$ cat src/rtl/core/asc_pkg.sv
// package for the alarm snooze/confirm controller: payload structs, codes, widths
// used by alarm_snooze_confirm_controller_top; no dependencies
package asc_pkg;

	// field and register widths
	localparam int unsigned OpW       = 3;
	localparam int unsigned HourW     = 5;
	localparam int unsigned MinuteW   = 6;
	localparam int unsigned ReqW      = 6;
	localparam int unsigned MsgW      = 8;
	localparam int unsigned KindW     = 3;
	localparam int unsigned StatusW   = 3;
	localparam int unsigned CstateW   = 2;
	localparam int unsigned RoundW    = 3;
	localparam int unsigned ResendW   = 16;
	localparam int unsigned SnoozeW   = 17;
	localparam int unsigned ConfirmW  = 16;
	localparam int unsigned WindowW   = 11;
	localparam int unsigned PulseW    = 12;
	localparam int unsigned PendW     = 2;
	localparam int unsigned DayMinW   = 11;
	localparam int unsigned CfgIdxW   = 3;
	localparam int unsigned CfgDataW  = 17;

	// default hold time of the confirmed state, in ticks
	localparam int unsigned DoneHoldMs = 10000;

	// time constants
	localparam logic [DayMinW-1:0] MinPerHour  = 11'd60;
	localparam int unsigned        MinPerDay   = 24 * 60;
	localparam logic [ReqW-1:0]    HourMax     = 6'd23;
	localparam logic [ReqW-1:0]    MinuteMax   = 6'd59;
	localparam logic [MinuteW-1:0] NoMinuteSeen = 6'd63;
	localparam logic [MsgW-1:0]    MsgDisable  = 8'hFF;

	// register reset values
	localparam logic [ResendW-1:0]  ResendDefault  = 16'd5000;
	localparam logic [SnoozeW-1:0]  ShortDefault   = 17'd60000;
	localparam logic [SnoozeW-1:0]  LongDefault    = 17'd120000;
	localparam logic [RoundW-1:0]   RoundsDefault  = 3'd3;
	localparam logic [ConfirmW-1:0] ConfirmDefault = 16'd30000;
	localparam logic [WindowW-1:0]  WindowDefault  = 11'd300;
	localparam logic [PulseW-1:0]   PulseOnDefault = 12'd600;
	localparam logic [PulseW-1:0]   PulseOffDefault = 12'd100;
	localparam logic [HourW-1:0]    AlarmHourDefault = 5'd7;

	// register indexes
	localparam logic [CfgIdxW-1:0] REG_RESEND   = 3'd0;
	localparam logic [CfgIdxW-1:0] REG_SHORT    = 3'd1;
	localparam logic [CfgIdxW-1:0] REG_LONG     = 3'd2;
	localparam logic [CfgIdxW-1:0] REG_ROUNDS   = 3'd3;
	localparam logic [CfgIdxW-1:0] REG_CONFIRM  = 3'd4;
	localparam logic [CfgIdxW-1:0] REG_WINDOW   = 3'd5;
	localparam logic [CfgIdxW-1:0] REG_PULSE_ON = 3'd6;
	localparam logic [CfgIdxW-1:0] REG_PULSE_OFF = 3'd7;

	// event codes
	localparam logic [OpW-1:0] OP_TICK    = 3'd0;
	localparam logic [OpW-1:0] OP_MINUTE  = 3'd1;
	localparam logic [OpW-1:0] OP_BUTTON  = 3'd2;
	localparam logic [OpW-1:0] OP_ACK     = 3'd3;
	localparam logic [OpW-1:0] OP_SET     = 3'd4;
	localparam logic [OpW-1:0] OP_DISABLE = 3'd5;
	localparam logic [OpW-1:0] OP_CANCEL  = 3'd6;
	localparam logic [OpW-1:0] OP_TEST    = 3'd7;

	// message kinds
	localparam logic [KindW-1:0] SEND_NONE    = 3'd0;
	localparam logic [KindW-1:0] SEND_START   = 3'd1;
	localparam logic [KindW-1:0] SEND_STOP    = 3'd2;
	localparam logic [KindW-1:0] SEND_SET     = 3'd3;
	localparam logic [KindW-1:0] SEND_DISABLE = 3'd4;

	// request status codes
	localparam logic [StatusW-1:0] ST_APPLIED = 3'd0;
	localparam logic [StatusW-1:0] ST_AWAIT   = 3'd1;
	localparam logic [StatusW-1:0] ST_LOCKED  = 3'd2;
	localparam logic [StatusW-1:0] ST_RINGING = 3'd3;
	localparam logic [StatusW-1:0] ST_BUSY    = 3'd4;
	localparam logic [StatusW-1:0] ST_INVALID = 3'd5;
	localparam logic [StatusW-1:0] ST_NONE    = 3'd6;

	// confirmation states
	localparam logic [CstateW-1:0] CS_NONE    = 2'd0;
	localparam logic [CstateW-1:0] CS_WAIT    = 2'd1;
	localparam logic [CstateW-1:0] CS_HELD    = 2'd2;

	// pending request kinds
	localparam logic [PendW-1:0] PEND_NONE    = 2'd0;
	localparam logic [PendW-1:0] PEND_SET     = 2'd1;
	localparam logic [PendW-1:0] PEND_DISABLE = 2'd2;

	// one input event
	typedef struct packed {
		logic [OpW-1:0]     operation;
		logic               clock_valid;
		logic [HourW-1:0]   clock_hour;
		logic [MinuteW-1:0] clock_minute;
		logic [ReqW-1:0]    req_hour;
		logic [ReqW-1:0]    req_minute;
	} evt_t;

	// one result
	typedef struct packed {
		logic [KindW-1:0]   send_kind;
		logic [MsgW-1:0]    msg_hour;
		logic [MsgW-1:0]    msg_minute;
		logic [MsgW-1:0]    message_id;
		logic               buzzer_on;
		logic               ringing;
		logic               snoozing;
		logic               locked;
		logic [StatusW-1:0] request_status;
		logic [CstateW-1:0] confirm_state;
		logic [RoundW-1:0]  snooze_round;
	} res_t;

endpackage

$ cat src/rtl/core/alarm_snooze_confirm_controller_top.sv
// alarm snooze/confirm controller top level: event register, state update, result register
// depends on asc_pkg
//
// Every event (tick, minute update, button, ack, set/disable request, cancel, test)
// produces exactly one result. One event is taken per clock cycle unless the result
// port stalls; an event waits in the input register, where the whole state update and
// result are worked out by short logic, and is registered into the result register once
// that register is free or being taken. The result register lets the next event
// enter while a result waits to be taken. Configuration writes take effect at once and
// are meant to happen only while no event is in flight.
module alarm_snooze_confirm_controller_top #(
	parameter int unsigned DONE_HOLD_MS = asc_pkg::DoneHoldMs
) (
	input  logic                          clk,
	input  logic                          arst_n,
	input  logic                          cfg_wr_en,
	input  logic [asc_pkg::CfgIdxW-1:0]   cfg_index,
	input  logic [asc_pkg::CfgDataW-1:0]  cfg_data,
	input  logic                          evt_valid,
	output logic                          evt_ready,
	input  asc_pkg::evt_t                 evt,
	output logic                          res_valid,
	input  logic                          res_ready,
	output asc_pkg::res_t                 res
);
	import asc_pkg::*;

	localparam int unsigned DoneW = $clog2(DONE_HOLD_MS + 1);
	localparam logic [DoneW-1:0] DoneLimit = DoneW'(DONE_HOLD_MS);

	// configuration registers
	logic [ResendW-1:0]  resend_ivl_q;
	logic [SnoozeW-1:0]  snooze_short_q;
	logic [SnoozeW-1:0]  snooze_long_q;
	logic [RoundW-1:0]   max_rounds_q;
	logic [ConfirmW-1:0] confirm_tmo_q;
	logic [WindowW-1:0]  window_q;
	logic [PulseW-1:0]   pulse_on_q;
	logic [PulseW-1:0]   pulse_off_q;

	// controller state
	logic [HourW-1:0]    ahour_q, ahour_d;
	logic [MinuteW-1:0]  amin_q, amin_d;
	logic                en_q, en_d;
	logic                ring_q, ring_d;
	logic                ack_q, ack_d;
	logic [ResendW-1:0]  resend_q, resend_d;
	logic                swait_q, swait_d;
	logic [SnoozeW-1:0]  selapsed_q, selapsed_d;
	logic [RoundW-1:0]   scount_q, scount_d;
	logic                buzz_q, buzz_d;
	logic                phase_q, phase_d;
	logic [PulseW-1:0]   pelapsed_q, pelapsed_d;
	logic                lock_q, lock_d;
	logic [PendW-1:0]    pkind_q, pkind_d;
	logic [HourW-1:0]    phour_q, phour_d;
	logic [MinuteW-1:0]  pmin_q, pmin_d;
	logic [ConfirmW-1:0] celapsed_q, celapsed_d;
	logic                cdone_q, cdone_d;
	logic [DoneW-1:0]    delapsed_q, delapsed_d;
	logic [MinuteW-1:0]  last_q, last_d;
	logic [MsgW-1:0]     seq_q, seq_d;

	// pipeline
	evt_t  evt_s1;
	logic  evt_valid_s1;
	logic  advance;
	res_t  res_q, res_d;
	logic  res_valid_q;

	// per-event scratch
	logic [KindW-1:0]    kind_c;
	logic [MsgW-1:0]     mhour_c, mmin_c;
	logic [StatusW-1:0]  status_c;
	logic                start_c;
	logic                fired_c;
	logic                is_set_c;
	logic [ResendW-1:0]  resend_inc;
	logic [SnoozeW-1:0]  snooze_inc, delay_c;
	logic [PulseW-1:0]   pulse_inc;
	logic [ConfirmW-1:0] confirm_inc;
	logic [DoneW-1:0]    done_inc;
	logic                last_round;
	logic [DayMinW-1:0]  now_min, alarm_min;
	logic signed [DayMinW+1:0] diff_raw, diff_adj;
	logic                need_confirm;

	// handshake
	assign advance   = evt_valid_s1 && (!res_valid_q || res_ready);
	assign evt_ready = !evt_valid_s1 || advance;
	assign res_valid = res_valid_q;
	assign res       = res_q;

	// configuration writes
	always_ff @(posedge clk or negedge arst_n) begin
		if (!arst_n) begin
			resend_ivl_q   <= ResendDefault;
			snooze_short_q <= ShortDefault;
			snooze_long_q  <= LongDefault;
			max_rounds_q   <= RoundsDefault;
			confirm_tmo_q  <= ConfirmDefault;
			window_q       <= WindowDefault;
			pulse_on_q     <= PulseOnDefault;
			pulse_off_q    <= PulseOffDefault;
		end else if (cfg_wr_en) begin
			case (cfg_index)
				REG_RESEND:    resend_ivl_q   <= cfg_data[ResendW-1:0];
				REG_SHORT:     snooze_short_q <= cfg_data[SnoozeW-1:0];
				REG_LONG:      snooze_long_q  <= cfg_data[SnoozeW-1:0];
				REG_ROUNDS:    max_rounds_q   <= cfg_data[RoundW-1:0];
				REG_CONFIRM:   confirm_tmo_q  <= cfg_data[ConfirmW-1:0];
				REG_WINDOW:    window_q       <= cfg_data[WindowW-1:0];
				REG_PULSE_ON:  pulse_on_q     <= cfg_data[PulseW-1:0];
				REG_PULSE_OFF: pulse_off_q    <= cfg_data[PulseW-1:0];
				default: begin
				end
			endcase
		end
	end

	// input register
	always_ff @(posedge clk or negedge arst_n) begin
		if (!arst_n) begin
			evt_valid_s1 <= 1'b0;
		end else if (evt_ready) begin
			evt_valid_s1 <= evt_valid;
		end
	end

	always_ff @(posedge clk) begin
		if (evt_valid && evt_ready) begin
			evt_s1 <= evt;
		end
	end

	// saturating increments and limits
	assign resend_inc  = (resend_q == '1) ? resend_q : resend_q + 1'b1;
	assign snooze_inc  = (selapsed_q == '1) ? selapsed_q : selapsed_q + 1'b1;
	assign pulse_inc   = (pelapsed_q == '1) ? pelapsed_q : pelapsed_q + 1'b1;
	assign confirm_inc = (celapsed_q == '1) ? celapsed_q : celapsed_q + 1'b1;
	assign done_inc    = (delapsed_q == '1) ? delapsed_q : delapsed_q + 1'b1;
	assign last_round  = ({1'b0, scount_q} + 4'd1) >= {1'b0, max_rounds_q};
	assign delay_c     = last_round ? snooze_long_q : snooze_short_q;

	// minutes until the alarm, for the confirmation window
	assign now_min   = DayMinW'(evt_s1.clock_hour) * MinPerHour
			+ DayMinW'(evt_s1.clock_minute);
	assign alarm_min = DayMinW'(ahour_q) * MinPerHour + DayMinW'(amin_q);
	assign diff_raw  = $signed({2'b00, alarm_min}) - $signed({2'b00, now_min});
	assign diff_adj  = (diff_raw <= 0) ? diff_raw + (DayMinW+2)'(MinPerDay) : diff_raw;
	assign need_confirm = en_q && (!evt_s1.clock_valid
			|| (diff_adj <= $signed({2'b00, window_q})));
	assign is_set_c = (evt_s1.operation == OP_SET);

	// state update and result for the event in the input register
	always_comb begin
		ahour_d    = ahour_q;
		amin_d     = amin_q;
		en_d       = en_q;
		ring_d     = ring_q;
		ack_d      = ack_q;
		resend_d   = resend_q;
		swait_d    = swait_q;
		selapsed_d = selapsed_q;
		scount_d   = scount_q;
		buzz_d     = buzz_q;
		phase_d    = phase_q;
		pelapsed_d = pelapsed_q;
		lock_d     = lock_q;
		pkind_d    = pkind_q;
		phour_d    = phour_q;
		pmin_d     = pmin_q;
		celapsed_d = celapsed_q;
		cdone_d    = cdone_q;
		delapsed_d = delapsed_q;
		last_d     = last_q;
		seq_d      = seq_q;
		kind_c     = SEND_NONE;
		mhour_c    = '0;
		mmin_c     = '0;
		status_c   = ST_NONE;
		start_c    = 1'b0;
		fired_c    = 1'b0;

		case (evt_s1.operation)
			OP_TICK: begin
				// start message resend while unacknowledged
				if (ring_q && !ack_q) begin
					if (resend_inc >= resend_ivl_q) begin
						resend_d = '0;
						kind_c   = SEND_START;
						mhour_c  = MsgW'(ahour_q);
						mmin_c   = MsgW'(amin_q);
					end else begin
						resend_d = resend_inc;
					end
				end
				// snooze expiry re-rings with a pulsed buzzer
				if (swait_q && !ring_q) begin
					if (snooze_inc >= delay_c) begin
						selapsed_d = snooze_inc;
						swait_d    = 1'b0;
						scount_d   = scount_q + 1'b1;
						ring_d     = 1'b1;
						ack_d      = 1'b0;
						buzz_d     = 1'b1;
						phase_d    = 1'b0;
						pelapsed_d = '0;
						resend_d   = '0;
						kind_c     = SEND_START;
						mhour_c    = MsgW'(ahour_q);
						mmin_c     = MsgW'(amin_q);
						fired_c    = 1'b1;
					end else begin
						selapsed_d = snooze_inc;
					end
				end
				// buzzer pulse, not on the tick a snooze fires
				if (ring_q && buzz_q && !fired_c) begin
					if (!phase_q && pulse_inc >= pulse_off_q) begin
						phase_d    = 1'b1;
						pelapsed_d = '0;
					end else if (phase_q && pulse_inc >= pulse_on_q) begin
						phase_d    = 1'b0;
						pelapsed_d = '0;
					end else begin
						pelapsed_d = pulse_inc;
					end
				end
				// confirmation timeout
				if (pkind_q != PEND_NONE && !cdone_q) begin
					celapsed_d = confirm_inc;
					if (confirm_inc >= confirm_tmo_q) begin
						pkind_d = PEND_NONE;
					end
				end
				// confirmed-state hold
				if (cdone_q) begin
					if (done_inc >= DoneLimit) begin
						delapsed_d = done_inc;
						cdone_d    = 1'b0;
						pkind_d    = PEND_NONE;
					end else begin
						delapsed_d = done_inc;
					end
				end
			end
			OP_MINUTE: begin
				if (en_q && evt_s1.clock_valid && evt_s1.clock_minute != last_q) begin
					last_d = evt_s1.clock_minute;
					if (evt_s1.clock_hour == ahour_q && evt_s1.clock_minute == amin_q
							&& !ring_q) begin
						start_c = 1'b1;
					end
				end
			end
			OP_BUTTON: begin
				if (ring_q) begin
					// stop ringing, arm a snooze if rounds remain
					ring_d  = 1'b0;
					ack_d   = 1'b0;
					pkind_d = PEND_NONE;
					cdone_d = 1'b0;
					buzz_d  = 1'b0;
					phase_d = 1'b0;
					kind_c  = SEND_STOP;
					if (scount_q < max_rounds_q) begin
						swait_d    = 1'b1;
						selapsed_d = '0;
						lock_d     = 1'b1;
					end else begin
						swait_d = 1'b0;
						lock_d  = 1'b0;
					end
				end else if (pkind_q != PEND_NONE && !cdone_q) begin
					// confirm the pending request
					if (pkind_q == PEND_SET) begin
						ahour_d = phour_q;
						amin_d  = pmin_q;
						en_d    = 1'b1;
						kind_c  = SEND_SET;
						mhour_c = MsgW'(phour_q);
						mmin_c  = MsgW'(pmin_q);
					end else if (pkind_q == PEND_DISABLE) begin
						en_d    = 1'b0;
						kind_c  = SEND_DISABLE;
						mhour_c = MsgDisable;
						mmin_c  = MsgDisable;
					end
					cdone_d    = 1'b1;
					delapsed_d = '0;
				end
			end
			OP_ACK: begin
				ack_d = 1'b1;
			end
			OP_SET, OP_DISABLE: begin
				if (lock_q) begin
					status_c = ST_LOCKED;
				end else if (ring_q) begin
					status_c = ST_RINGING;
				end else if (pkind_q != PEND_NONE && !cdone_q) begin
					status_c = ST_BUSY;
				end else if (is_set_c && (evt_s1.req_hour > HourMax
						|| evt_s1.req_minute > MinuteMax)) begin
					status_c = ST_INVALID;
				end else begin
					pkind_d = is_set_c ? PEND_SET : PEND_DISABLE;
					phour_d = is_set_c ? evt_s1.req_hour[HourW-1:0] : '0;
					pmin_d  = is_set_c ? evt_s1.req_minute : '0;
					if (need_confirm) begin
						celapsed_d = '0;
						cdone_d    = 1'b0;
						status_c   = ST_AWAIT;
					end else begin
						if (is_set_c) begin
							ahour_d = evt_s1.req_hour[HourW-1:0];
							amin_d  = evt_s1.req_minute;
							en_d    = 1'b1;
							kind_c  = SEND_SET;
							mhour_c = MsgW'(evt_s1.req_hour);
							mmin_c  = MsgW'(evt_s1.req_minute);
						end else begin
							en_d    = 1'b0;
							kind_c  = SEND_DISABLE;
							mhour_c = MsgDisable;
							mmin_c  = MsgDisable;
						end
						cdone_d    = 1'b1;
						delapsed_d = '0;
						status_c   = ST_APPLIED;
					end
				end
			end
			OP_CANCEL: begin
				pkind_d = PEND_NONE;
				cdone_d = 1'b0;
			end
			default: begin
				// test alarm
				if (lock_q) begin
					status_c = ST_LOCKED;
				end else begin
					start_c = 1'b1;
				end
			end
		endcase

		// fresh alarm start
		if (start_c) begin
			ring_d   = 1'b1;
			ack_d    = 1'b0;
			swait_d  = 1'b0;
			scount_d = '0;
			buzz_d   = 1'b0;
			phase_d  = 1'b0;
			resend_d = '0;
			kind_c   = SEND_START;
			mhour_c  = MsgW'(ahour_q);
			mmin_c   = MsgW'(amin_q);
		end

		// message sequence number advances once per sent message
		if (kind_c != SEND_NONE) begin
			seq_d = seq_q + 1'b1;
		end

		res_d.send_kind      = kind_c;
		res_d.msg_hour       = mhour_c;
		res_d.msg_minute     = mmin_c;
		res_d.message_id     = (kind_c != SEND_NONE) ? seq_d : '0;
		res_d.buzzer_on      = ring_d && buzz_d && phase_d;
		res_d.ringing        = ring_d;
		res_d.snoozing       = swait_d;
		res_d.locked         = lock_d;
		res_d.request_status = status_c;
		res_d.confirm_state  = cdone_d ? CS_HELD
				: ((pkind_d != PEND_NONE) ? CS_WAIT : CS_NONE);
		res_d.snooze_round   = scount_d;
	end

	// state registers, updated once per event
	always_ff @(posedge clk or negedge arst_n) begin
		if (!arst_n) begin
			ahour_q    <= AlarmHourDefault;
			amin_q     <= '0;
			en_q       <= 1'b1;
			ring_q     <= 1'b0;
			ack_q      <= 1'b0;
			resend_q   <= '0;
			swait_q    <= 1'b0;
			selapsed_q <= '0;
			scount_q   <= '0;
			buzz_q     <= 1'b0;
			phase_q    <= 1'b0;
			pelapsed_q <= '0;
			lock_q     <= 1'b0;
			pkind_q    <= PEND_NONE;
			phour_q    <= '0;
			pmin_q     <= '0;
			celapsed_q <= '0;
			cdone_q    <= 1'b0;
			delapsed_q <= '0;
			last_q     <= NoMinuteSeen;
			seq_q      <= '0;
		end else if (advance) begin
			ahour_q    <= ahour_d;
			amin_q     <= amin_d;
			en_q       <= en_d;
			ring_q     <= ring_d;
			ack_q      <= ack_d;
			resend_q   <= resend_d;
			swait_q    <= swait_d;
			selapsed_q <= selapsed_d;
			scount_q   <= scount_d;
			buzz_q     <= buzz_d;
			phase_q    <= phase_d;
			pelapsed_q <= pelapsed_d;
			lock_q     <= lock_d;
			pkind_q    <= pkind_d;
			phour_q    <= phour_d;
			pmin_q     <= pmin_d;
			celapsed_q <= celapsed_d;
			cdone_q    <= cdone_d;
			delapsed_q <= delapsed_d;
			last_q     <= last_d;
			seq_q      <= seq_d;
		end
	end

	// result register
	always_ff @(posedge clk or negedge arst_n) begin
		if (!arst_n) begin
			res_valid_q <= 1'b0;
		end else if (advance) begin
			res_valid_q <= 1'b1;
		end else if (res_ready) begin
			res_valid_q <= 1'b0;
		end
	end

	always_ff @(posedge clk) begin
		if (advance) begin
			res_q <= res_d;
		end
	end

endmodule
$ cat config.mk
export PLATFORM = sky130hd
export DESIGN_NAME = alarm_snooze_confirm_controller_top
export DESIGN_NICKNAME = d
export VERILOG_FILES = /design/src/rtl/core/asc_pkg.sv /design/src/rtl/core/alarm_snooze_confirm_controller_top.sv
export SDC_FILE = /design/constraint.sdc
export NUM_CORES = 1
export LEC_CHECK = 0
export ABC_AREA = 1
export BUFFER_PORTS_ARGS = -buffer_cell sky130_fd_sc_hd__buf_2
export CORE_MARGIN = 3
export CORE_UTILIZATION = 57
export DETAILED_ROUTE_END_ITERATION = 8
export PLACE_DENSITY = 0.78
export SLEW_MARGIN = 20
export SYNTH_ARGS = -nofsm -noshare
export SYNTH_HDL_FRONTEND = slang
export SYNTH_SLANG_ARGS = --single-unit
export TNS_END_PERCENT = 20
$ cat constraint.sdc
create_clock -name clk -period 5.8 [get_ports clk]
set_clock_uncertainty 0.15 [all_clocks]
set_input_delay 0.29 -clock clk [delete_from_list [all_inputs] [get_ports clk]]
set_output_delay 0.29 -clock clk [all_outputs]
set_load 0.03 [all_outputs]
==> run summary <==
Ranked by total cell area, the synthesized netlist is headed by sky130_fd_sc_hd__dfrtp_1 (24%), sky130_fd_sc_hd__edfxtp_1 (10%), sky130_fd_sc_hd__nand2_1 (10%). In this run the vertical extent of the chip is 187.0 um. For hold timing, the worst endpoint is pulse_off_q[0]. Summed over its instances, the top area cell type makes up 24.25% of the synthesized netlist area.

After clock tree synthesis, the clock-pin slew on the worst setup and hold paths is 0.06 ns. Setup repair after global routing could not meet its margin everywhere. The run gives 78 as the final count of negative-setup-slack endpoints.

The wire length on met2 came out at 23,550 um. The run gives 16,400 as the number of global-route vias before repair. The logs give 79,270 um for the first-pass GRT wire length and 16,530 for the detailed-route via count. For the post-route worst setup slack, the log shows -0.7513 ns.

TritonCTS built the clock tree. The tools report the cell count after synthesis as 2,275. sky130_fd_sc_hd__dfrtp_1 takes more of the synthesized area than any other cell. 93 I/O pins were placed. The endpoint identified for the worst register-to-register timing path is res[21]. The fmax is 152.6 MHz.

The H-tree depth is 2. 0 antenna diodes ended up in the layout. The congestion estimate from routability-driven global placement came to 0.9029. Critical path class: reg2reg.

After floorplanning, the core was sized to cover 0.03196 mm2. The cell count of the worst hold path was 3; the final standard cell utilization of the core was 69.86%. Routed signal wires occupy layers up through met4. The classification of the worst-slack hold path is in2reg.

The synthesized design contains 63 enable-type register cells. The final-stage net count was 2,697; the count of port buffers added during placement was 92. The startpoint of the most critical register-to-register path is evt_s1[19]. Final hold violation count: 0. After detailed routing, the wire length on met1 is 20,560 um. The delay of the slowest critical-path stage is 0.52 ns. In this run the tightest slew margin relative to its limit is 28.05%. The run gives 128 as the pin count of the biggest net entering global routing. The net count after synthesis was 2,489; the top fanout value on the critical path was 6. After synthesis, the mean cell area works out to 8.210 um2. Global routing used 26.97% of the available tracks. Number of warnings reported in the yosys synthesis log: 0. At the pin with the least slew margin, the transition time is 1.073 ns.

In the final layout, the share of cells above drive strength 1 is 17.98%. The via count normalized by instance count was 5.616; the async set or reset register ratio after synthesis was 78.50%. Yosys mapped the design onto 61 distinct sky130hd cell types. The element type at the critical path start was a register. Summing the sequential cell areas from Yosys gives 41.27% of the chip area.

On the critical path the largest part of the delay comes from adder cells. The layout overhead on the synthesized area was 19.56%. Clock tree synthesis selected as its root buffer the cell sky130_fd_sc_hd__clkbuf_16. The number of nets still failing antenna checks after routing is 0, and the placement row count is 65. The initial antenna violation count was 0; the HPWL after detailed placement was 33,540 um. Buffers inserted during clock tree synthesis total 34.

For the finished layout, the period the worst path requires is 6.551 ns. The number of cells on the worst reg-to-reg path works out to 39. The die covers 0.03497 mm2.

Data arrives at the worst endpoint at 6.65 ns. The die is 187.0 um wide. In the routed design, unresolved DRC markers number 0. The tools report the launch instance of the worst min-delay path as cfg_data[0]. Final count of pins violating max slew: 0. For the number of sinks handled by clock tree synthesis, the log shows 293. For the first-pass iteration count of the detailed router, the log shows 7.

The total wire length after detailed routing is 48,310 um. For the filler cell count in the final layout, the log shows 2,387. The later pin in the worst-skew pair is clocked with a latency of 0.53 ns.

The final routed wire length divided by cell count is 16.41 um. OpenSTA, run right after detailed placement, puts the worst setup slack at -0.7488 ns. After the first detailed-routing iteration, the DRC count stood at 1,293. The final reports fail on setup timing.

The maximum clock insertion buffer count is 3. The ratio of final minimum period to clock period is 113.0%, and the number of buffer and inverter instances along the worst setup path is 6. Among all stages on the critical path, the largest delay is contributed by sky130_fd_sc_hd__fa_1. The run finished, with violations left. Total congestion overflow: 0. Across the run, the number of max-cap violations was 0. The post-synthesis register bit count works out to 293.

For the post-synthesis instance area, the log shows 0.01868 mm2. For the worst setup path, the data required time is 5.89 ns. Worst-case register-to-register setup slack: -0.75 ns. Summed over all nets, wire length on met3 after detailed routing comes to 2862 um.

Among the stages of the critical path, the cell type that occurs most often is sky130_fd_sc_hd__nand2_2. Among all flip-flop cells after synthesis, the most frequent one is sky130_fd_sc_hd__dfrtp_1. STA classifies the critical path endpoint as a register.

Once the floorplan was initialized, standard cells occupied 58.43% of the core.
per-layer routing:
| layer | vias to the layer above | track usage [%] |
|---|---|---|
| met5 | - | 0 |
| met4 | 0 | 7.909 |
| met3 | 119 | 3.261 |
| met2 | 551 | 46.39 |
| met1 | 7948 | 36.08 |
| li1 | 7916 | - |
flip-flops by register name (all words and copies together), names as in the netlist, 6 cells and up:
| register | count |
|---|---|
| res | 36 |
| evt_s1 | 27 |
| selapsed_q | 17 |
| snooze_long_q | 17 |
| snooze_short_q | 17 |
| celapsed_q | 16 |
| confirm_tmo_q | 16 |
| resend_ivl_q | 16 |
| resend_q | 16 |
| delapsed_q | 14 |
| pelapsed_q | 12 |
| pulse_off_q | 12 |
| pulse_on_q | 12 |
| window_q | 11 |
| seq_q | 8 |
| amin_q | 6 |
| last_q | 6 |
| pmin_q | 6 |
kinds of logic after synthesis:
kind of cell | Yosys count | share of synthesized area, %
buf+inv | 400 | 8.381
flops | 293 | 41.27
xor+xnor | 81 | 3.798
simple gates | 868 | 20.26
mux | 18 | 0.9781
compound gates | 453 | 13.77
fa+ha+maj | 162 | 11.54
per-stage QoR:
step	area [um2]	setup TNS [ns]	std cells	hold WS, ns
after detailed placement	20080	-52.15	2817	0.3181
after global routing	22330	-76.43	2944	0.1807
after CTS	21990	-47.02	2934	0.1457
after floorplan	18760	-11.74	2275	-0.1556
final	22330	-48.16	2944	0.1315
after global placement	20080	-38.75	2817	0.3137
area by class of cell:
| cell class | instances | area, um2 | share of cell area [%] |
|---|---|---|---|
| clock inverter | 16 | 231.5 | 1.037 |
| sequential | 293 | 7709 | 34.52 |
| tap | 435 | 544.3 | 2.437 |
| multi-input combinational | 1583 | 9873 | 44.21 |
| clock buffer | 46 | 979.7 | 4.387 |
| timing repair buffer | 230 | 1705 | 7.637 |
| inverter | 341 | 1287 | 5.766 |
cells in the final DEF (no fill, tap or decap), types with 25 or more instances in the layout:
cell type / Yosys / final
sky130_fd_sc_hd__nand2_1: 502 / 480
sky130_fd_sc_hd__nor2_1: 132 / 125
sky130_fd_sc_hd__inv_1: 333 / 319
sky130_fd_sc_hd__xor2_1: 65 / 62
sky130_fd_sc_hd__nand2_2: 21 / 33
sky130_fd_sc_hd__buf_4: 6 / 81
sky130_fd_sc_hd__dlygate4sd3_1: 0 / 48
sky130_fd_sc_hd__dfstp_2: 49 / 49
sky130_fd_sc_hd__nand3_1: 103 / 96
sky130_fd_sc_hd__nand4_1: 28 / 28
sky130_fd_sc_hd__edfxtp_1: 63 / 63
sky130_fd_sc_hd__ha_1: 145 / 135
sky130_fd_sc_hd__nor3_1: 37 / 35
sky130_fd_sc_hd__clkbuf_16: 0 / 39
sky130_fd_sc_hd__buf_2: 8 / 91
sky130_fd_sc_hd__o21ai_0: 249 / 242
sky130_fd_sc_hd__dfrtp_1: 181 / 181
sky130_fd_sc_hd__a21oi_1: 86 / 79
sky130_fd_sc_hd__o21ai_2: 22 / 25
tightest hold or removal path, delay by kind of cell:
kind,cells,cell delay (ns)
compound gates,1,0.19
buf+inv,2,0.27
synth_stat cells (3+ instances only):
master,n
sky130_fd_sc_hd__a211oi_1,7
sky130_fd_sc_hd__o21ai_0,249
sky130_fd_sc_hd__ha_1,145
sky130_fd_sc_hd__mux2i_1,16
sky130_fd_sc_hd__o211ai_1,7
sky130_fd_sc_hd__dfrtp_1,181
sky130_fd_sc_hd__nor3_1,37
sky130_fd_sc_hd__edfxtp_1,63
sky130_fd_sc_hd__o2111ai_1,10
sky130_fd_sc_hd__buf_4,6
sky130_fd_sc_hd__nor2_2,6
sky130_fd_sc_hd__xor2_1,65
sky130_fd_sc_hd__nand2_1,502
sky130_fd_sc_hd__xnor2_1,16
sky130_fd_sc_hd__o22ai_1,23
sky130_fd_sc_hd__o21ai_2,22
sky130_fd_sc_hd__nand4_1,28
sky130_fd_sc_hd__buf_6,4
sky130_fd_sc_hd__a21boi_0,4
sky130_fd_sc_hd__nand3b_1,3
sky130_fd_sc_hd__nand3_1,103
sky130_fd_sc_hd__o21a_1,7
sky130_fd_sc_hd__nor4_1,9
sky130_fd_sc_hd__clkbuf_1,39
sky130_fd_sc_hd__nor2_1,132
sky130_fd_sc_hd__a21oi_1,86
sky130_fd_sc_hd__nand2_2,21
sky130_fd_sc_hd__or2_2,4
sky130_fd_sc_hd__dfstp_2,49
sky130_fd_sc_hd__a22o_1,3
sky130_fd_sc_hd__a21o_1,4
sky130_fd_sc_hd__nand3_2,5
sky130_fd_sc_hd__inv_2,7
sky130_fd_sc_hd__a31oi_1,8
sky130_fd_sc_hd__fa_1,17
sky130_fd_sc_hd__nand2_4,6
sky130_fd_sc_hd__inv_1,333
sky130_fd_sc_hd__buf_2,8
sky130_fd_sc_hd__o21ai_1,11
how the worst max path moves through the flow:
stage               start       to  slack [ns]  depth (start not counted)
2_1_floorplan  ahour_q[2]  res[14]       -0.25                         39
3_3_place_gp   evt_s1[19]  res[29]       -0.56                         39
3_5_place_dp   evt_s1[19]  res[29]       -0.75                         37
4_1_cts        evt_s1[19]   res[3]       -0.67                         37
5_1_grt        evt_s1[19]  res[21]       -1.07                         39
6_report       evt_s1[19]  res[21]       -0.75                         39
what timing repair did:
action	4_1_cts	5_1_grt
gates cloned	2	2
hold endpoints to repair	152	0
endpoints found under the setup margin	78	78
gates resized for setup	44	54
hold buffers	48	0
buffers inserted	5	7
pin swaps	35	32
Power is not shown: default switching activity piles up to over one toggle a cycle in this logic, so the estimate is an artifact.
